==> config.mk <==
export PLATFORM = sky130hd
export DESIGN_NAME = pqa_queue
export DESIGN_NICKNAME = d
export VERILOG_FILES = /design/src/design/pqa_queue.sv
export SDC_FILE = /design/constraint.sdc
export NUM_CORES = 1
export LEC_CHECK = 0
export BUFFER_PORTS_ARGS = -buffer_cell sky130_fd_sc_hd__buf_2
export CAP_MARGIN = 25
export CORE_AREA = 2 2 39 41
export CTS_CLUSTER_DIAMETER = 200
export CTS_CLUSTER_SIZE = 8
export DETAILED_ROUTE_END_ITERATION = 6
export DIE_AREA = 0 0 41 43
export GPL_ROUTABILITY_DRIVEN = 0
export HOLD_SLACK_MARGIN = 0.03
export PLACE_DENSITY = 0.69
export SKIP_LAST_GASP = 1
export SYNTH_ARGS = -nofsm -noshare
export SYNTH_HDL_FRONTEND = slang
export SYNTH_SLANG_ARGS = --single-unit
==> constraint.sdc <==
create_clock -name clock -period 2.57 [get_ports clock]
set_input_delay 0.514 -clock clock [delete_from_list [all_inputs] [get_ports clock]]
set_output_delay 0.514 -clock clock [all_outputs]
set_load 0.02 [all_outputs]
==> src/design/pqa_queue.sv <==
// Short first-in first-out queue of packed entries
`timescale 1ns / 1ps

module pqa_queue #(
   parameter type ENTRY_type = logic,
   parameter int  DEPTH      = 4
) (
   input  logic      clock,
   input  logic      reset,
   input  logic      push,
   input  ENTRY_type push_data,
   output logic      full,
   input  logic      pop,
   output ENTRY_type pop_data,
   output logic      empty
);

   localparam int PW = (DEPTH > 1) ? $clog2(DEPTH) : 1;
   localparam int CW = $clog2(DEPTH + 1);

   ENTRY_type         entry_ff [DEPTH];
   logic [PW-1:0]     wr_ff;
   logic [PW-1:0]     wr_in;
   logic [PW-1:0]     rd_ff;
   logic [PW-1:0]     rd_in;
   logic [CW-1:0]     count_ff;
   logic [CW-1:0]     count_in;
   logic              do_push;
   logic              do_pop;

   assign full     = (count_ff == CW'(DEPTH));
   assign empty    = (count_ff == '0);
   assign do_push  = push && !full;
   assign do_pop   = pop && !empty;
   assign pop_data = entry_ff[rd_ff];

   always_comb begin
      wr_in    = wr_ff;
      rd_in    = rd_ff;
      count_in = count_ff;
      if (do_push) begin
         wr_in = (wr_ff == PW'(DEPTH - 1)) ? '0 : wr_ff + PW'(1);
      end
      if (do_pop) begin
         rd_in = (rd_ff == PW'(DEPTH - 1)) ? '0 : rd_ff + PW'(1);
      end
      if (do_push && !do_pop) begin
         count_in = count_ff + CW'(1);
      end else if (do_pop && !do_push) begin
         count_in = count_ff - CW'(1);
      end
   end

   always_ff @(posedge clock) begin
      if (reset) begin
         wr_ff    <= '0;
         rd_ff    <= '0;
         count_ff <= '0;
      end else begin
         wr_ff    <= wr_in;
         rd_ff    <= rd_in;
         count_ff <= count_in;
      end
   end

   always_ff @(posedge clock) begin
      if (do_push) begin
         entry_ff[wr_ff] <= push_data;
      end
   end

endmodule

==> flow_summary.yaml, run 1 <==
clock_tree:
  cts_tree: "built"
  clk_latency_ns: 0.27
  cts_root_buffer: "clkbuf_4"
  clock_path_buffers: 2
  post-cts-setup-buffers: 0
  clk_pin_slew_ns: 0.08
  cts_resized: 0
  ctsHoldBuffers: 0
  clkSinkCount: 13
  htreeDepth: 1
  numCtsBuffers: 3
hold_path:
  hold-path-endpoint: "entry_ff[2]$_DFFE_PP_"
  holdPathStages: 1
  min_from: "push_data"
  holdCritPathClass: "primary input to register"
grt:
  grtUsageTotal: 0.140
  top_usage_layer: "met2"
  antenna_found_initial: 0
  grt_pass1_vias: 394
  overflow: 0
  grt_max_degree: 9
  grtUsageMet1: 0.154
  met3_usage: 0.0785
  grt_pass1_wl_um: 1590
  use_met2: 0.203
floorplan:
  io_pins: 8
  rows: 14
  start_util: 0.467
  dieArea_um2: 1760
  die_h_um: 43
  chipWidth_um: 41
  core_area_um2: 1380
setup_path:
  cp.required_ns: 2.78
  r2r_cells: 9
  r2r-start: "count_ff[0]$_SDFFE_PP0P_"
  crit_path_max_incr_delay_ns: 0.46
  r2r-end: "count_ff[2]$_SDFFE_PP0P_"
  cp.arrival_ns: 2.49
  regToRegSetupSlack_ns: 0.28
  crit_chain: "or3b_1 > clkinv_4 > nor2_2 > ha_1 > inv_1 > fa_1 > xor2_1 > or3_1 > a21oi_1"
  slowest_stage: "dfxtp_1"
  critical_path_class: "register to register"
  crit_path_max_fanout: 7
  cp-start-kind: "register"
  setup.worst_path.end_class: "register"
outcome:
  status: "completed"
synthesis:
  netlist_area_um2: 646
  synthCells: 55
  syn_avg_cell_area_um2: 11.7
  ys.warnings.count: 0
  synth.top_cell.area_share: 0.279
  ys_seq_elements: 13
  synth_edf_count: 4
  synthArstFlopShare: 0
  ys.flop_type: "dfxtp_1"
  ys_top_cells_by_count: "dfxtp_1 (9), ha_1 (6), and3_1 (4), edfxtp_1 (4)"
  synth_top_area_cell: "dfxtp_1"
  yosysUniqueCellTypes: 24
  seq_area_frac_synth: 0.465
  syn_nets: 67
  ys_top_cells_by_area: "dfxtp_1 (28%), edfxtp_1 (19%), ha_1 (12%)"
  synth_most_common_cell: "dfxtp_1"
timing:
  rsz0062_at_grt: "no"
  setup_tns_ns: 0
  worst_pin_slew_ns: 0.379
  slew_headroom: 0.746
  timing_max_transition_violations_final: 0
  period_needed_ns: 2.29
  fmax_mhz: 437
  setup_viol: 0
  post-route-period-util: 0.890
  final_hold_viol_count: 0
  finClkSkew_ns: 0.00287
placement:
  portBuffers: 7
  hpwl_um: 690
  dpl_cell_area_um2: 686
  dp.cells: 76
layout:
  design_area_um2: 712
  final_cells: 80
  multi_input_area_um2: 293
  fin_nets: 77
  antenna_cells: 0
  regArea_um2: 300
  syn2layout_area_growth_pct: 10.3
  fin_util: 0.514
  drive_gt1_frac: 0.250
  fillers: 116
route:
  wl_um: 900
  drt-pass1-iter-count: 3
  wl_per_cell_um: 11.3
  drc: 0
  antenna_left: 0
  vias_per_cell: 5.23
  drt-initial-drc-count: 6
  vias: 418
flow_run:
  max_cap_violations: 0
power_and_ir_drop:
  p_leak_uw: 0.000322
  power_density_nw_per_um2: 935
  ir_worst_vdd_uv: 487
[through the flow]
stage                     total power [µW]  worst slack, ns  hold slack, ns
after floorplan                        497            0.479           0.463
after global placement                 536            0.320           0.486
after detailed placement               546            0.282           0.499
after CTS                              674            0.273           0.444
after global routing                   719            0.109           0.439
final                                  666            0.282           0.459
[cell type report]
type | count | area share
inverter | 5 | 0.0527
clock buffer | 4 | 0.0369
timing repair buffer | 7 | 0.0492
tap | 16 | 0.0281
sequential | 13 | 0.422
multi-input combinational | 35 | 0.411
[cells in the final DEF (no fill, tap or decap), types with 2 or more instances in the layout]
cell	instances
inv_1	3
nor3_1	2
nand3_1	2
edfxtp_1	4
a21oi_1	3
o31ai_2	2
xor2_1	2
nor2_1	3
dfxtp_1	9
mux2i_1	2
or3_1	2
clkbuf_4	3
and3_1	4
ha_1	6
buf_2	7
[power breakdown]
group,total (µW),switching (µW),internal (µW)
clock network,127,66.6,60.1
logic,239,128,112
registers,300,42.2,258
total,666,236,430
[cells by family after synthesis]
kind of cell    synth area share
mux                       0.0659
buf+inv                   0.0814
compound gates            0.0775
xor+xnor                  0.0271
fa+ha+maj                  0.147
flops                      0.465
simple gates               0.136
[worst max-delay path, delay by kind of cell, from the launching register on]
family / cells / cell delay (ns)
AO/OA/AOI/OAI: 1 / 0.14
buffers and inverters: 2 / 0.14
XOR/XNOR: 1 / 0.16
AND/OR/NAND/NOR: 3 / 0.75
adder cells (fa/ha/maj): 2 / 0.57
flip-flops: 1 / 0.46
[routing by layer]
metal	vias up	part of all wire	routed length [µm]
met3	2	0.044	40
met4	0	0.016	14
li1	209	-	-
met2	7	0.48	435
met5	-	0	0
met1	200	0.45	409
[worst max-delay path by stage]
stage	startpoint	cells after the start	end
2_1_floorplan	count_ff[0]$_SDFFE_PP0P_	10	count_ff[2]$_SDFFE_PP0P_
3_3_place_gp	push	9	count_ff[2]$_SDFFE_PP0P_
3_5_place_dp	push	9	count_ff[2]$_SDFFE_PP0P_
4_1_cts	count_ff[0]$_SDFFE_PP0P_	9	count_ff[2]$_SDFFE_PP0P_
5_1_grt	count_ff[0]$_SDFFE_PP0P_	9	count_ff[2]$_SDFFE_PP0P_
6_report	count_ff[0]$_SDFFE_PP0P_	9	count_ff[2]$_SDFFE_PP0P_
No activity file was read; power rests on OpenSTA's default activity.
==> inputs of run 2 (changes only) <==
- CELL_PAD_IN_SITES_DETAIL_PLACEMENT: default -> 1
- CELL_PAD_IN_SITES_GLOBAL_PLACEMENT: default -> 2
- CORE_AREA: 2 2 39 41 -> default
- CORE_MARGIN: default -> 1.5
- CORE_UTILIZATION: default -> 35
- DIE_AREA: 0 0 41 43 -> default
- PLACE_DENSITY: 0.69 -> default
- PLACE_DENSITY_LB_ADDON: default -> 0.1
==> flow_summary.yaml, run 2 (synthesis results as in run 1) <==
outcome:
  status: "completed"
grt:
  use_met2: 0.136
  grt_max_degree: 9
  met3_usage: 0.0357
  grt_pass1_vias: 352
  grtUsageMet1: 0.136
  overflow: 0
  grtUsageTotal: 0.102
  grt_pass1_wl_um: 1440
  antenna_found_initial: 0
  top_usage_layer: "met2"
timing:
  period_needed_ns: 2.31
  slew_headroom: 0.739
  setup_tns_ns: 0
  finClkSkew_ns: 0.00549
  post-route-period-util: 0.897
  rsz0062_at_grt: "no"
  setup_viol: 0
  final_hold_viol_count: 0
  fmax_mhz: 434
  worst_pin_slew_ns: 0.389
  timing_max_transition_violations_final: 0
setup_path:
  regToRegSetupSlack_ns: 0.26
  r2r-start: "count_ff[0]$_SDFFE_PP0P_"
  crit_path_max_fanout: 7
  cp-start-kind: "register"
  setup.worst_path.end_class: "register"
  path_buf_inv: 2
  cpLargestDelayFamily: "simple AND/OR/NAND/NOR gates"
  r2r-end: "count_ff[2]$_SDFFE_PP0P_"
  cp.required_ns: 2.78
  cp.arrival_ns: 2.52
  crit_chain: "or3b_1 > clkinv_4 > nor2_2 > ha_1 > inv_1 > fa_1 > xor2_1 > or3_1 > a21oi_1"
  crit_path_max_incr_delay_ns: 0.45
  r2r_cells: 9
  critical_path_class: "register to register"
  slowest_stage: "dfxtp_1"
layout:
  final_common_cell: "dfxtp_1"
  drive_gt1_frac: 0.250
  fin_nets: 77
  syn2layout_area_growth_pct: 12.0
  most-common-layout-cells: "dfxtp_1 (9), buf_2 (7), ha_1 (6)"
  antenna_cells: 0
  final_cells: 89
clock_tree:
  clk_latency_ns: 0.27
  ctsHoldBuffers: 0
  clk_pin_slew_ns: 0.08
  cts_tree: "built"
  post-cts-setup-buffers: 0
  numCtsBuffers: 3
  cts_root_buffer: "clkbuf_4"
  clock_path_buffers: 2
  htreeDepth: 1
  cts_resized: 0
  clkSinkCount: 13
floorplan:
  core_area_um2: 1730
  die_h_um: 46.0
  rows: 15
  chipWidth_um: 46.0
  start_util: 0.374
  dieArea_um2: 2110
  io_pins: 8
placement:
  dp.cells: 85
  hpwl_um: 751
  portBuffers: 7
route:
  drt-initial-drc-count: 1
  wl_um: 960
  wl_per_cell_um: 10.8
  drt-pass1-iter-count: 2
  vias: 418
  drc: 0
  antenna_left: 0
  vias_per_cell: 4.70
power_and_ir_drop:
  power_density_nw_per_um2: 919
  ir_worst_vdd_uv: 347
  p_leak_uw: 0.000322
hold_path:
  hold-path-endpoint: "entry_ff[0]$_DFFE_PP_"
  holdCritPathClass: "primary input to register"
  min_from: "push_data"
  holdPathStages: 1
flow_run:
  max_cap_violations: 0
==> run 2: cell counts in the layout (fill, tap and decap cells not counted) <==
No cell type changed its count.
==> run 2: metal layers <==
layer / up-vias / wire (µm)
li1: 211 / -
met1: 203 / 471
met2: 4 / 460
met3: 0 / 28
met4: 0 / 0
met5: - / 0
==> run 2: metrics by stage <==
step                      setup slack [ns]  area, µm²  utilization  power [µW]  hold WS (ns)
after floorplan                      0.479        646            -         497         0.463
after global placement               0.292        697        0.404         548         0.500
after detailed placement             0.281        697        0.404         551         0.498
after CTS                            0.249        723        0.419         679         0.447
after global routing                 0.119        723        0.419         713         0.447
final                                0.264        723        0.419         665         0.464
==> run 2: worst max path at each step <==
stage                                        start                        to  slack, ns  cells after the start
after floorplan           count_ff[0]$_SDFFE_PP0P_  count_ff[2]$_SDFFE_PP0P_       0.48                     10
after global placement                        push  count_ff[2]$_SDFFE_PP0P_       0.29                      9
after detailed placement  count_ff[0]$_SDFFE_PP0P_  count_ff[2]$_SDFFE_PP0P_       0.28                      9
after CTS                 count_ff[0]$_SDFFE_PP0P_  count_ff[2]$_SDFFE_PP0P_       0.25                      9
after global routing      count_ff[0]$_SDFFE_PP0P_  count_ff[2]$_SDFFE_PP0P_       0.12                      9
final                     count_ff[0]$_SDFFE_PP0P_  count_ff[2]$_SDFFE_PP0P_       0.26                      9
==> run 2: power breakdown <==
group	internal, µW	switching [µW]
Clock	60.1	62.6
Sequential	258	40.4
Combinational	112	132
==> run 2: cell type report <==
type                       instances  area [µm²]
fill                             202        1000
tap                               25        31.3
timing repair buffer               7        35.0
clock buffer                       4        26.3
sequential                        13         300
multi-input combinational         35         293
inverter                           5        37.5
==> inputs of run 3 (changes only) <==
- CORE_UTILIZATION: 35 -> 38
- CTS_BUF_LIST: default -> sky130_fd_sc_hd__clkbuf_8
==> flow_summary.yaml, run 3 (synthesis results as in run 1) <==
clock_tree:
  clock_path_buffers: 2
  post-cts-setup-buffers: 0
  clk_latency_ns: 0.24
  clkSinkCount: 13
  cts_resized: 0
  ctsHoldBuffers: 0
  cts_root_buffer: "clkbuf_8"
  clk_pin_slew_ns: 0.05
  cts_tree: "built"
  numCtsBuffers: 3
  htreeDepth: 1
layout:
  drive_gt1_frac: 0.250
  most-common-layout-cells: "dfxtp_1 (9), buf_2 (7), ha_1 (6)"
  fin_nets: 77
  antenna_cells: 0
  final_common_cell: "dfxtp_1"
  syn2layout_area_growth_pct: 13.2
  fin_util: 0.474
route:
  vias_per_cell: 5.11
  antenna_left: 0
  drc: 0
  drt-pass1-iter-count: 2
  vias: 409
  wl_um: 964
  drt-initial-drc-count: 3
  wl_per_cell_um: 12.1
grt:
  grtUsageTotal: 0.118
  antenna_found_initial: 0
  top_usage_layer: "met2"
  grt_pass1_wl_um: 1690
  grt_max_degree: 9
  met3_usage: 0.0490
  grt_pass1_vias: 428
  grtUsageMet1: 0.141
  use_met2: 0.194
  overflow: 0
timing:
  whs_ns: 0.498
  timing_max_transition_violations_final: 0
  worst_pin_slew_ns: 0.377
  setup_tns_ns: 0
  period_needed_ns: 2.28
  slew_headroom: 0.747
  setup_viol: 0
  finClkSkew_ns: 0.00733
  final_hold_viol_count: 0
  rsz0062_at_grt: "no"
  fmax_mhz: 439
  post-route-period-util: 0.887
setup_path:
  crit_path_max_fanout: 7
  slowest_stage: "dfxtp_1"
  cpLargestDelayFamily: "simple AND/OR/NAND/NOR gates"
  cp-start-kind: "register"
  critical_path_class: "register to register"
  regToRegSetupSlack_ns: 0.29
  setup.worst_path.end_class: "register"
  cp.required_ns: 2.74
  cp.arrival_ns: 2.45
  crit_path_max_incr_delay_ns: 0.44
  path_buf_inv: 2
  crit_chain: "or3b_1 > clkinv_4 > nor2_2 > ha_1 > inv_1 > fa_1 > xor2_1 > or3_1 > a21oi_1"
power_and_ir_drop:
  p_sw_uw: 238
  pwr-share-comb: 0.342
  p_clk_frac: 0.239
  p_leak_uw: 0.000334
  power_density_nw_per_um2: 977
  netSwitchingFraction: 0.334
  p_int_uw: 476
  ir_worst_vdd_uv: 449
  pwr-share-seq: 0.419
placement:
  portBuffers: 7
  hpwl_um: 779
floorplan:
  rows: 14
  chipWidth_um: 44.2
  io_pins: 8
  start_util: 0.419
  die_h_um: 44.2
  dieArea_um2: 1960
  core_area_um2: 1540
hold_path:
  holdCritPathClass: "primary input to register"
flow_run:
  max_cap_violations: 0
outcome:
  status: "completed"
==> run 3: worst paths after layout <==
kind | startpoint | end | cells after the start
setup reg to reg | count_ff[0]$_SDFFE_PP0P_ | count_ff[2]$_SDFFE_PP0P_ | 9
hold / removal | push_data | entry_ff[1]$_DFFE_PP_ | 1
hold reg to reg | rd_ff[0]$_SDFFE_PP0P_ | rd_ff[0]$_SDFFE_PP0P_ | 2
setup / recovery | count_ff[0]$_SDFFE_PP0P_ | count_ff[2]$_SDFFE_PP0P_ | 9
==> run 3: metal layers <==
layer  wire (µm)  part of all wire  up-vias
li1            -                 -      209
met1         453              0.47      194
met2         466              0.48        6
met3          44             0.046        0
met4           0                 0        0
met5           0                 0        -
==> run 3: power groups by stage <==
stage | registers, µW | clock network [µW] | logic (µW)
2_1_floorplan | 296 | 0 | 202
3_3_place_gp | 305 | 0 | 239
3_5_place_dp | 305 | 0 | 247
4_1_cts | 301 | 177 | 250
5_1_grt | 307 | 185 | 284
6_report | 299 | 171 | 244
==> run 3: stage by stage <==
| step | setup slack [ns] | total power, µW | cell area [µm²] | cells |
|---|---|---|---|---|
| 2_1_floorplan | 0.479 | 497 | 646 | 55 |
| 3_3_place_gp | 0.299 | 543 | 686 | 76 |
| 3_5_place_dp | 0.281 | 553 | 686 | 76 |
| 4_1_cts | 0.258 | 728 | 731 | 80 |
| 5_1_grt | 0.0481 | 776 | 731 | 80 |
| 6_report | 0.290 | 714 | 731 | 80 |
==> run 3: final cells by class <==
class / instances / area, µm²
Clock buffer: 3 / 41.3
Clock inverter: 1 / 3.75
Fill cell: 174 / 811
Inverter: 5 / 37.5
Multi-Input combinational cell: 35 / 293
Sequential cell: 13 / 300
Tap cell: 16 / 20.0
Timing Repair Buffer: 7 / 35.0
