### config.mk
export PLATFORM = sky130hd
export DESIGN_NAME = pqa_front
export DESIGN_NICKNAME = d
export VERILOG_FILES = /design/src/design/pqa_pkg.sv /design/src/design/pqa_front.sv
export SDC_FILE = /design/constraint.sdc
export NUM_CORES = 1
export LEC_CHECK = 0
export BUFFER_PORTS_ARGS = -buffer_cell sky130_fd_sc_hd__buf_4
export CORE_MARGIN = 2
export CORE_UTILIZATION = 30
export CTS_CLUSTER_DIAMETER = 30
export CTS_CLUSTER_SIZE = 28
export DETAILED_ROUTE_END_ITERATION = 8
export GPL_TIMING_DRIVEN = 0
export HOLD_SLACK_MARGIN = 0.15
export PLACE_DENSITY_LB_ADDON = 0.3
export SYNTH_ARGS = -nofsm -noshare
export SYNTH_HDL_FRONTEND = slang
export SYNTH_SLANG_ARGS = --single-unit
### constraint.sdc
create_clock -name clock -period 4.4 [get_ports clock]
set_input_delay 0.88 -clock clock [delete_from_list [all_inputs] [get_ports clock]]
set_output_delay 0.88 -clock clock [all_outputs]
set_load 0.02 [all_outputs]
### src/design/pqa_pkg.sv
// Package: shared types, constants and the cosine table of the pseudo-QMF analysis unit
`timescale 1ns / 1ps

package pqa_pkg;

   localparam int HISTORY_LEN = 512;
   localparam int BANDS       = 32;
   localparam int ROM_LEN     = 128;
   localparam int CMD_DEPTH   = 4;

   localparam logic [31:0] BAND0_COEF = 32'h07ff_ffff;
   localparam logic [31:0] ROT_SIN    = 32'd105372028;
   localparam logic [31:0] ROT_COS    = 32'd2144896908;
   localparam logic [31:0] UNITY      = 32'h7fff_ffff;
   localparam logic [63:0] ROUND_HALF = 64'h0000_0000_8000_0000;

   typedef struct packed {
      logic        operation;
      logic [2:0]  channel;
      logic [31:0] sample;
      logic [8:0]  coef_index;
      logic [31:0] coef_value;
   } pqa_req_type;

   typedef struct packed {
      logic [2:0]  out_channel;
      logic [4:0]  band_index;
      logic [31:0] band_value;
      logic        last_band;
   } pqa_rsp_type;

   typedef enum logic {
      CMD_LOAD   = 1'b0,
      CMD_SAMPLE = 1'b1
   } cmd_kind_type;

   typedef struct packed {
      cmd_kind_type kind;
      logic [2:0]   ch;
      logic [8:0]   idx;
      logic [31:0]  data;
   } pqa_cmd_type;

   typedef struct packed {
      logic clearing;
   } pqa_status_type;

   typedef enum logic [2:0] {
      ST_CLEAR,
      ST_IDLE,
      ST_WAIT_OUT,
      ST_FOLD,
      ST_FOLD_DRAIN,
      ST_BAND,
      ST_BAND_DRAIN
   } pqa_state_type;

   typedef struct packed {
      logic       band;
      logic [4:0] idx;
      logic       first;
      logic       last;
   } pqa_tag_type;

   typedef logic [ROM_LEN-1:0][31:0] rom_type;

   function automatic logic [31:0] mul32(input logic [31:0] a, input logic [31:0] b);
      logic signed [63:0] p;
      logic [63:0]        u;
      p = $signed({{32{a[31]}}, a}) * $signed({{32{b[31]}}, b});
      u = 64'(p) + ROUND_HALF;
      return u[63:32];
   endfunction

   function automatic logic [31:0] asr3(input logic [31:0] v);
      return {{3{v[31]}}, v[31:3]};
   endfunction

   function automatic rom_type build_rom();
      rom_type          r;
      logic [16:0][31:0] cv;
      logic [16:0][31:0] sv;
      logic [31:0]      ts;
      logic [31:0]      tc;
      int               i;
      sv[0] = 32'd0;
      cv[0] = UNITY;
      for (i = 1; i <= 16; i++) begin
         ts    = mul32(cv[i-1], ROT_SIN) + mul32(sv[i-1], ROT_COS);
         tc    = mul32(cv[i-1], ROT_COS) - mul32(sv[i-1], ROT_SIN);
         sv[i] = {ts[30:0], 1'b0};
         cv[i] = {tc[30:0], 1'b0};
      end
      for (i = 0; i < 16; i++) begin
         r[i]       = asr3(cv[i]);
         r[i + 16]  = asr3(sv[16 - i]);
         r[i + 32]  = asr3(32'd0 - sv[i]);
         r[i + 48]  = asr3(32'd0 - cv[16 - i]);
         r[i + 64]  = asr3(32'd0 - cv[i]);
         r[i + 80]  = asr3(32'd0 - sv[16 - i]);
         r[i + 96]  = asr3(sv[i]);
         r[i + 112] = asr3(cv[16 - i]);
      end
      return r;
   endfunction

   localparam rom_type COS_ROM = build_rom();

endpackage

### src/design/pqa_front.sv
// Front end: accept request transfers, drop samples of absent channels, stage commands
`timescale 1ns / 1ps

module pqa_front #(
   parameter int CHANNELS = 6
) (
   input  logic                    clock,
   input  logic                    reset,
   input  logic                    req_push,
   input  pqa_pkg::pqa_req_type    req_data,
   output logic                    req_full,
   input  pqa_pkg::pqa_status_type status,
   input  logic                    cmd_full,
   output logic                    cmd_push,
   output pqa_pkg::pqa_cmd_type    cmd_data
);

   logic                 valid_ff;
   logic                 valid_in;
   pqa_pkg::pqa_cmd_type cmd_ff;
   pqa_pkg::pqa_cmd_type cmd_in;
   logic                 accept;
   logic                 keep;

   assign req_full = status.clearing || (valid_ff && cmd_full);
   assign accept   = req_push && !req_full;
   assign cmd_push = valid_ff && !cmd_full;
   assign cmd_data = cmd_ff;

   always_comb begin
      cmd_in.kind = pqa_pkg::cmd_kind_type'(req_data.operation);
      cmd_in.ch   = req_data.channel;
      cmd_in.idx  = req_data.coef_index;
      cmd_in.data = (cmd_in.kind == pqa_pkg::CMD_LOAD) ? req_data.coef_value : req_data.sample;
      keep        = (cmd_in.kind == pqa_pkg::CMD_LOAD) || (32'(req_data.channel) < CHANNELS);
      valid_in    = valid_ff;
      if (accept) begin
         valid_in = keep;
      end else if (cmd_push) begin
         valid_in = 1'b0;
      end
   end

   always_ff @(posedge clock) begin
      if (reset) begin
         valid_ff <= 1'b0;
      end else begin
         valid_ff <= valid_in;
      end
   end

   always_ff @(posedge clock) begin
      if (accept) begin
         cmd_ff <= cmd_in;
      end
   end

endmodule

==> metrics.md, run 1 <==
| Metric | Value |
|---|---|
| Status | `finished, final reports clean` |
| Bufs and invs on worst path | `2` |
| Clock-pin slew of the registers on the worst-case setup and hold paths | `0.09 ns` |
| Die area | `7190 sq um` |
| Dpl cells | `295` |
| Yosys warns | `0` |
| Util after Layout | `0.497` |
| Startpoint types | `input port` |
| Vias per cell | `4.25` |
| CP dominant cell by count | `buf_4` |
| GR Util All Layers | `0.118` |
| Core Box Area | `6310 sq um` |
| Detail Placement HPWL | `3330 microns` |
| Synth Register Bits | `46` |
| Pwr Density | `301 nW/um^2` |
| Fillers | `563` |
| Post-synthesis instance total | `89` |
| Critical path class | `in2out` |
| IO Pins | `129` |
| Die width | `84.8 microns` |
| CP Data Arrival Time | `1.30 ns` |
| Setup crit end kind | `output pin` |
| Max-Cap Viols | `0` |
| WL met3 | `434 microns` |
| PnR worst setup slack | `2.22 ns` |
| DRC | `0` |
| Row cnt | `29` |
| Initial drt markers | `18` |
| Design Power | `0.000943 W` |
| Die Span Y | `84.8 microns` |
| Postcts setup bufs | `0` |
| Final Non-Filler Cells | `303` |
| Max Root-Sink Buffers | `2` |
| Gpl congestion | `0.636` |
| Vias in the first global route | `1,389` |
| Largest net degree at the start of global routing | `31` |
| Met1 wire length | `1500 microns` |
| Final hold vios | `0` |
| Via count | `1,287` |
| CP Max Fanout | `3` |
| Tmin final | `2.18 ns` |
| Worst min path class | `reg2reg` |
| Area Growth Syn to Fin | `60.2%` |
| Hold depth | `2` |
| Worst skew pair latency | `0.29 ns` |
| # diodes | `0` |
| Maximum VDD drop | `135 uV` |
| Cell family with most CP delay | `buffers and inverters` |
| First-pass GRT wire length | `6470 microns` |
| R2R Path Start | `valid_ff` |
| Top routing layer in use | `met4` |
| Critical Path RT | `3.52 ns` |
| Final setup vio count | `0` |
| Distinct cell type count after synthesis | `11` |
| Post-Route Skew | `0.00960 ns` |
| Mapped Area | `1960 sq um` |
| Worst r2r dst | `cmd_data[26]` |
| R2R Setup Slk | `2.99 ns` |
| Layout cells sized above 1 | `0.774` |
| Drt pass-1 iters | `3` |
| Initial antenna violation count | `0` |
| TNS Setup | `0 ns` |
| Worst path slowest cell | `buf_4` |
| CTS root buf | `clkbuf_8` |
| Synthesized Nets | `171` |
| Port Buffers | `128` |
| Cell taking the most area after synthesis | `edfxtp_1` |
| Syn Area/Cell | `22.0 sq um` |
| Setup Slack @ Placement | `2.14 ns` |
| GR Overflow Total | `0` |
| CP peak stage delay | `0.15 ns` |
| CTS sink cnt | `46` |
| WL met2 | `2180 microns` |
| Post-synth top area share | `0.691` |
| Slew Limit Fails | `0` |
| Post-CTS sizing | `0` |
| Register area share after synthesis | `0.701` |
| Worst slew pin tran | `0.555 ns` |
| Antenna viol nets, final | `0` |
| TritonCTS clock tree | `yes` |
| Initial Utilization | `0.310` |
| Final nets | `307` |
| Period utilisation layout | `0.496` |
| Final wirelength | `4170 microns` |
| Hold-fix buffers, CTS | `0` |
| Min-delay src | `valid_ff` |
| Unrepaired setup endpoints after global routing | `false` |
| Largest cells by area after synthesis | `edfxtp_1 69%, mux2_4 23%, buf_12 3.1%` |
| CTS H-tree depth | `2` |
| WL per Instance | `13.8 microns` |
| Slew Limit Headroom | `0.629` |
| Max Freq | `0.459 GHz` |
| CP cell instances | `buf_4 -> nand2_1 -> nand2b_1 -> buf_4` |
| R2R cell count | `2` |
| Leakage | `1.40 nW` |
| Min-Delay Endpoint | `valid_ff` |
| TritonCTS buffer count | `5` |
==> power breakdown <==
group          internal, W  switching, W
Clock             0.000112      0.000139
Combinational     0.000111     0.0000683
Sequential        0.000507    0.00000550
Total             0.000730      0.000213
==> tightest hold or removal path, stage by stage, from the launching register on <==
cell     delay (ns)
dfxtp_1        0.35
nand2_1        0.09
a21oi_1        0.06
==> state kept, by name, indices dropped and copies added, names as in the netlist <==
| register | count |
|---|---|
| cmd_data | 45 |
| valid_ff | 1 |
==> cells in the final DEF (no fill, tap or decap), drive strengths merged <==
cell type | synthesis | routed
dfxtp | 1 | 1
clkinvlp | 0 | 1
buf | 4 | 133
clkinv | 0 | 2
a31o | 1 | 1
edfxtp | 45 | 45
nor2b | 1 | 1
a21oi | 2 | 2
mux2 | 32 | 32
nand2 | 1 | 1
nand2b | 2 | 2
clkbuf | 0 | 5
==> stage by stage <==
| stage | area (sq um) | hold WS, ns |
|---|---|---|
| 2_1_floorplan | 1960 | 0.457 |
| 3_3_place_gp | 3010 | 0.479 |
| 3_5_place_dp | 3050 | 0.521 |
| 4_1_cts | 3140 | 0.536 |
| 5_1_grt | 3140 | 0.561 |
| 6_report | 3140 | 0.532 |
==> metal layers <==
layer  GRT usage  up-vias
met5           0        -
met3      0.0541        6
met1       0.124      584
met4      0.0447        0
met2       0.206       81
li1            -      616
==> cells by family (layout without fill, tap and decap cells) <==
family          Yosys count  in the layout  share of synthesized area
compound gates            3              3                    0.00959
buf+inv                   4            141                     0.0364
flops                    46             46                      0.701
mux                      32             32                      0.242
simple gates              4              4                     0.0115
==> how the worst max path moves through the flow <==
stage | start | to | slack, ns | cells past startpoint
3_5_place_dp | status | cmd_data[25] | 2.14 | 4
3_3_place_gp | status | cmd_data[25] | -0.32 | 3
6_report | cmd_full | req_full | 2.22 | 4
4_1_cts | cmd_full | req_full | 2.22 | 4
2_1_floorplan | status | cmd_data[0] | 0.70 | 2
5_1_grt | cmd_full | req_full | 2.20 | 4
==> cells in the mapped netlist <==
cell and count:
buf_6 1, buf_12 3, dfxtp_1 1, a31o_2 1
mux2_4 30, nor2b_1 1, a21oi_1 2, nand2_1 1
edfxtp_1 45, mux2_2 2, nand2b_1 2
==> layout make-up <==
class | count | area [sq um] | share of cell area
Buffer | 4 | 71.3 | 0.0227
Clock buffer | 5 | 68.8 | 0.0219
Clock inverter | 3 | 21.3 | 0.00678
Multi-Input combinational cell | 39 | 526 | 0.168
Sequential cell | 46 | 1370 | 0.437
Tap cell | 77 | 96.3 | 0.0307
Timing Repair Buffer | 129 | 981 | 0.313
Power figures use the tool's default switching activity.
==> inputs of run 2 (changes only) <==
clock period = 2.1 ns   (was 4.4 ns; I/O delays follow)
==> run 2 against run 1 <==
Wire length increased by 4.5%. Critical path depth unchanged. Register-to-register slack got worse by 2.5 ns. Sequential cell count unchanged. Combinational power increased by 110%. Sequential power increased by 110%. Clock-buffer cell count increased by 1. Final cell count unchanged. Global-route usage increased by 0.54 points. Die area unchanged. Power increased by 120%. Critical endpoint is now cmd_data[4]. Largest cell class unchanged.
==> metrics.md, run 2 (synthesis results as in run 1) <==
| Metric | Value |
|---|---|
| Status | `finished, final reports clean` |
| DRC | `0` |
| First-pass GRT wire length | `6670 microns` |
| Placed Area | `3030 sq um` |
| Worst path slowest cell | `a21oi_4` |
| # diodes | `0` |
| Initial antenna violation count | `0` |
| TritonCTS buffer count | `5` |
| Largest register FFs | `45` |
| Slew Limit Fails | `0` |
| CTS root buf | `clkbuf_8` |
| Final Non-Filler Cells | `303` |
| Critical path depth | `4` |
| Port Buffers | `128` |
| Vias in the first global route | `1,367` |
| Post-CTS sizing | `0` |
| Dpl cells | `294` |
| Max Freq | `0.609 GHz` |
| CP Max Fanout | `23` |
| Setup crit end kind | `register` |
| Largest net degree at the start of global routing | `46` |
| Bufs and invs on worst path | `2` |
| Final hold vios | `0` |
| Pwr Density | `666 nW/um^2` |
| Cell family with most CP delay | `compound AO/OA/AOI/OAI gates` |
| IO Pins | `129` |
| Final wirelength | `4360 microns` |
| R2R cell count | `2` |
| Antenna viol nets, final | `0` |
| Postcts setup bufs | `0` |
| Row cnt | `29` |
| Max Root-Sink Buffers | `2` |
| Critical path class | `in2reg` |
| Hold-fix buffers, CTS | `0` |
| Most frequent cells in the layout | `128 x buf_4, 45 x edfxtp_1, 30 x mux2_4` |
| Die width | `84.8 microns` |
| Startpoint types | `input port` |
| Hold depth | `2` |
| CTS sink cnt | `46` |
| Most common cell after layout, fill and taps aside | `buf_4` |
| Worst slew pin tran | `0.818 ns` |
| Worst skew pair latency | `0.29 ns` |
| Max-Cap Viols | `0` |
| CP peak stage delay | `0.65 ns` |
| Vias per cell | `4.23` |
| Die area | `7190 sq um` |
| Slew Limit Headroom | `0.453` |
| Core Box Area | `6310 sq um` |
| Drt pass-1 iters | `4` |
| Setup Slack @ Placement | `-0.173 ns` |
| Die Span Y | `84.8 microns` |
| Unrepaired setup endpoints after global routing | `false` |
| Post-Route Skew | `0.0105 ns` |
| CP Data Arrival Time | `1.64 ns` |
| Maximum VDD drop | `260 uV` |
| Area Growth Syn to Fin | `61.6%` |
| Layout cells sized above 1 | `0.770` |
| Via count | `1,282` |
| Final nets | `307` |
| Initial Utilization | `0.310` |
| Worst min path class | `in2reg` |
| Final setup vio count | `0` |
| Tmin final | `1.64 ns` |
| TritonCTS clock tree | `yes` |
| Initial drt markers | `39` |
| Critical Path RT | `2.10 ns` |
| Clock-pin slew of the registers on the worst-case setup and hold paths | `0.09 ns` |
| CTS H-tree depth | `2` |
| Leakage | `1.41 nW` |
| PnR worst setup slack | `0.457 ns` |
| Period utilisation layout | `0.783` |
| CP cell instances | `buf_4 -> nand2b_1 -> a21oi_4 -> buf_16` |
| WL per Instance | `14.4 microns` |
| GR Util All Layers | `0.123` |
| GR Overflow Total | `0` |
| Post-route cell area | `3160 sq um` |
| Gpl congestion | `0.762` |
[run 2: cell types whose count changed in the layout (fill, tap and decap cells not counted), sizes merged]
cell / delta
bufinv: +1
clkbuf: +1
clkinv: -2
[run 2: worst paths after layout]
| path | end | slack, ns | from |
|---|---|---|---|
| worst max register to register | cmd_data[4] | 0.52 | valid_ff |
| worst min-delay path | valid_ff | 0.26 | reset |
| worst min register to register | valid_ff | 0.53 | valid_ff |
| worst max-delay path | cmd_data[4] | 0.46 | status |
[run 2: power breakdown]
group	switching (W)	total, W	internal (W)
clock	0.000297	0.000652	0.000355
combinational	0.000144	0.000379	0.000234
sequential	0.0000115	0.00107	0.00106
[run 2: metrics by stage]
step | TNS (ns) | utilization | hold WS, ns | total power (W)
finish | 0 | 0.501 | 0.263 | 0.00211
global route | 0 | 0.501 | 0.242 | 0.00219
floorplan | 0 | - | 0.489 | 0.00128
detailed placement | -7.71 | 0.479 | 0.517 | 0.00147
global placement | -5.35 | 0.479 | 0.513 | 0.00147
CTS | 0 | 0.497 | 0.250 | 0.00213
[run 2: layout make-up]
type                       count  area [sq um]
clock inverter                 2          37.5
tap                           77          96.3
clock buffer                   6          72.6
fill                         568          3150
multi-input combinational     39           526
buffer                         4          71.3
timing repair buffer         129           988
sequential                    46          1370
[run 2: per-layer routing]
| metal | vias to the layer above | wire, microns | global-route usage |
|---|---|---|---|
| met5 | - | 0 | 0 |
| met4 | 0 | 77 | 0.0548 |
| met3 | 4 | 446 | 0.0590 |
| met2 | 74 | 2300 | 0.210 |
| met1 | 587 | 1530 | 0.129 |
| li1 | 617 | - | - |
==> inputs of run 3 (changes only) <==
clock period = 1.6 ns   (was 2.1 ns; I/O delays follow)
==> run 3 against run 2 <==
Power is 24% higher. Via count grew 3.9%. Final cell count is 0.33% higher. Clock-buffer cell count fell by 1. Utilization is 0.22 points lower. Sequential power grew 32%. Non-clock buffer count unchanged. First-iteration DRC count decreased by 44%. Clock skew shrank 0.0056 ns. Sequential cell count stayed put. Die area unchanged. Critical path depth fell by 1. Largest power group unchanged. Highest routed layer unchanged.
==> metrics.md, run 3 (synthesis results as in run 1) <==
| Metric | Value |
|---|---|
| Dpl cells | `294` |
| Final nets | `308` |
| Final wirelength | `4430 microns` |
| # diodes | `0` |
| Largest net degree at the start of global routing | `24` |
| Unrepaired setup endpoints after global routing | `false` |
| GR Util All Layers | `0.125` |
| Die Span Y | `84.8 microns` |
| Critical path class | `reg2out` |
| Global routing's busiest layer | `met2` |
| Worst skew pair latency | `0.30 ns` |
| CTS root buf | `clkbuf_8` |
| GR Overflow Total | `0` |
| PnR worst setup slack | `0.176 ns` |
| Max-Cap Viols | `0` |
| Port Buffers | `128` |
| CTS sink cnt | `46` |
| Status | `finished, final reports clean` |
| Gpl congestion | `0.679` |
| Vias per cell | `4.38` |
| Core Box Area | `6310 sq um` |
| Die width | `84.8 microns` |
| Fillers | `557` |
| Layout cells sized above 1 | `0.775` |
| Via count | `1,332` |
| Initial Utilization | `0.310` |
| Post-Route Skew | `0.00491 ns` |
| Internal power | `0.00201 W` |
| Vias in the first global route | `1,418` |
| Min Hold Slack | `0.193 ns` |
| CTS H-tree depth | `2` |
| First-pass GRT wire length | `6900 microns` |
| Comb power frac | `0.190` |
| M2 GR Usage | `0.218` |
| Switching share of power | `0.232` |
| Maximum VDD drop | `329 uV` |
| Most frequent cells in the layout | `128 x buf_4, 45 x edfxtp_1, 30 x mux2_4` |
| Seq pwr share | `0.540` |
| Area Growth Syn to Fin | `60.9%` |
| WL per Instance | `14.6 microns` |
| Final Non-Filler Cells | `304` |
| Most common cell after layout, fill and taps aside | `buf_4` |
| Worst min path class | `in2reg` |
| CP Data Arrival Time | `1.10 ns` |
| Leakage | `1.41 nW` |
| Final setup vio count | `0` |
| M1 GR Usage | `0.145` |
| Psw | `0.000606 W` |
| Clock power frac | `0.270` |
| Tmin final | `1.42 ns` |
| Setup Slack @ Placement | `-0.483 ns` |
| Die area | `7190 sq um` |
| Final hold vios | `0` |
| Row cnt | `29` |
| Initial drt markers | `22` |
| Antenna viol nets, final | `0` |
| TritonCTS clock tree | `yes` |
| Max Root-Sink Buffers | `2` |
| Critical Path RT | `1.28 ns` |
| CP Max Fanout | `4` |
| Largest register FFs | `45` |
| Max Freq | `0.702 GHz` |
| Slew Limit Fails | `0` |
| Slew Limit Headroom | `0.487` |
| Clock-pin slew of the registers on the worst-case setup and hold paths | `0.09 ns` |
| Initial antenna violation count | `0` |
| Startpoint types | `register` |
| Util after Layout | `0.499` |
| Met3 GRT Util | `0.0354` |
| IO Pins | `129` |
| TritonCTS buffer count | `5` |
| Detail Placement HPWL | `3300 microns` |
| DRC | `0` |
| Drt pass-1 iters | `3` |
| Pwr Density | `830 nW/um^2` |
| Setup crit end kind | `output pin` |
| Worst slew pin tran | `0.767 ns` |
| Period utilisation layout | `0.890` |
==> run 3: cell count changes in the layout (fill, tap and decap cells not counted), sizes merged <==
cell | before | now
clkinv | 0 | 2
a21oi | 2 | 3
buf | 133 | 132
bufinv | 1 | 0
clkbuf | 6 | 5
dlygate4sd3 | 0 | 1
==> run 3: critical path, cell delays in order (launching register included) <==
cell and delay [ns]:
dfxtp_1 0.48, nand2_1 0.11, nand2b_1 0.08, buf_4 0.14
==> run 3: final cells by class <==
type / count / area, sq um / area share
flip-flops and latches: 46 / 1370 / 0.435
clock inverters: 3 / 21.3 / 0.00675
multi-input cells: 40 / 549 / 0.174
repair buffers: 129 / 971 / 0.308
clock buffers: 5 / 68.8 / 0.0219
well taps: 77 / 96.3 / 0.0306
plain buffers: 4 / 71.3 / 0.0226
==> run 3: layer usage <==
layer | share of wire | routed length [microns]
met1 | 0.39 | 1740
met2 | 0.51 | 2260
met3 | 0.080 | 356
met4 | 0.015 | 68
met5 | 0 | 0
==> run 3: final timing paths <==
kind | from | end | slack, ns | cells past startpoint
hold reg to reg | valid_ff | valid_ff | 0.59 | 2
setup reg to reg | valid_ff | cmd_data[23] | 0.19 | 1
hold / removal | req_data[35] | cmd_data[35] | 0.19 | 1
setup / recovery | valid_ff | req_full | 0.18 | 3
==> run 3: power groups by stage <==
stage                     clock (W)  combinational (W)  sequential (W)
after floorplan                   0           0.000168         0.00151
after global placement            0           0.000489         0.00144
after detailed placement          0           0.000497         0.00144
after CTS                  0.000740           0.000504         0.00141
after global routing       0.000778           0.000529         0.00142
final                      0.000706           0.000496         0.00141
==> run 3: per-stage QoR <==
stage | setup TNS, ns | instance area (sq um) | total power [W]
3_3_place_gp | -21.03 | 3030 | 0.00193
2_1_floorplan | -1.16 | 1980 | 0.00168
6_report | 0 | 3150 | 0.00261
3_5_place_dp | -21.62 | 3030 | 0.00194
4_1_cts | 0 | 3140 | 0.00266
5_1_grt | 0 | 3150 | 0.00273
==> run 3: timing repair <==
item                                    CTS  global route
hold buffers                              0             1
hold endpoints to repair                  0             1
buffers inserted                          0             0
resized for setup                         1             0
endpoints found under the setup margin   45             0
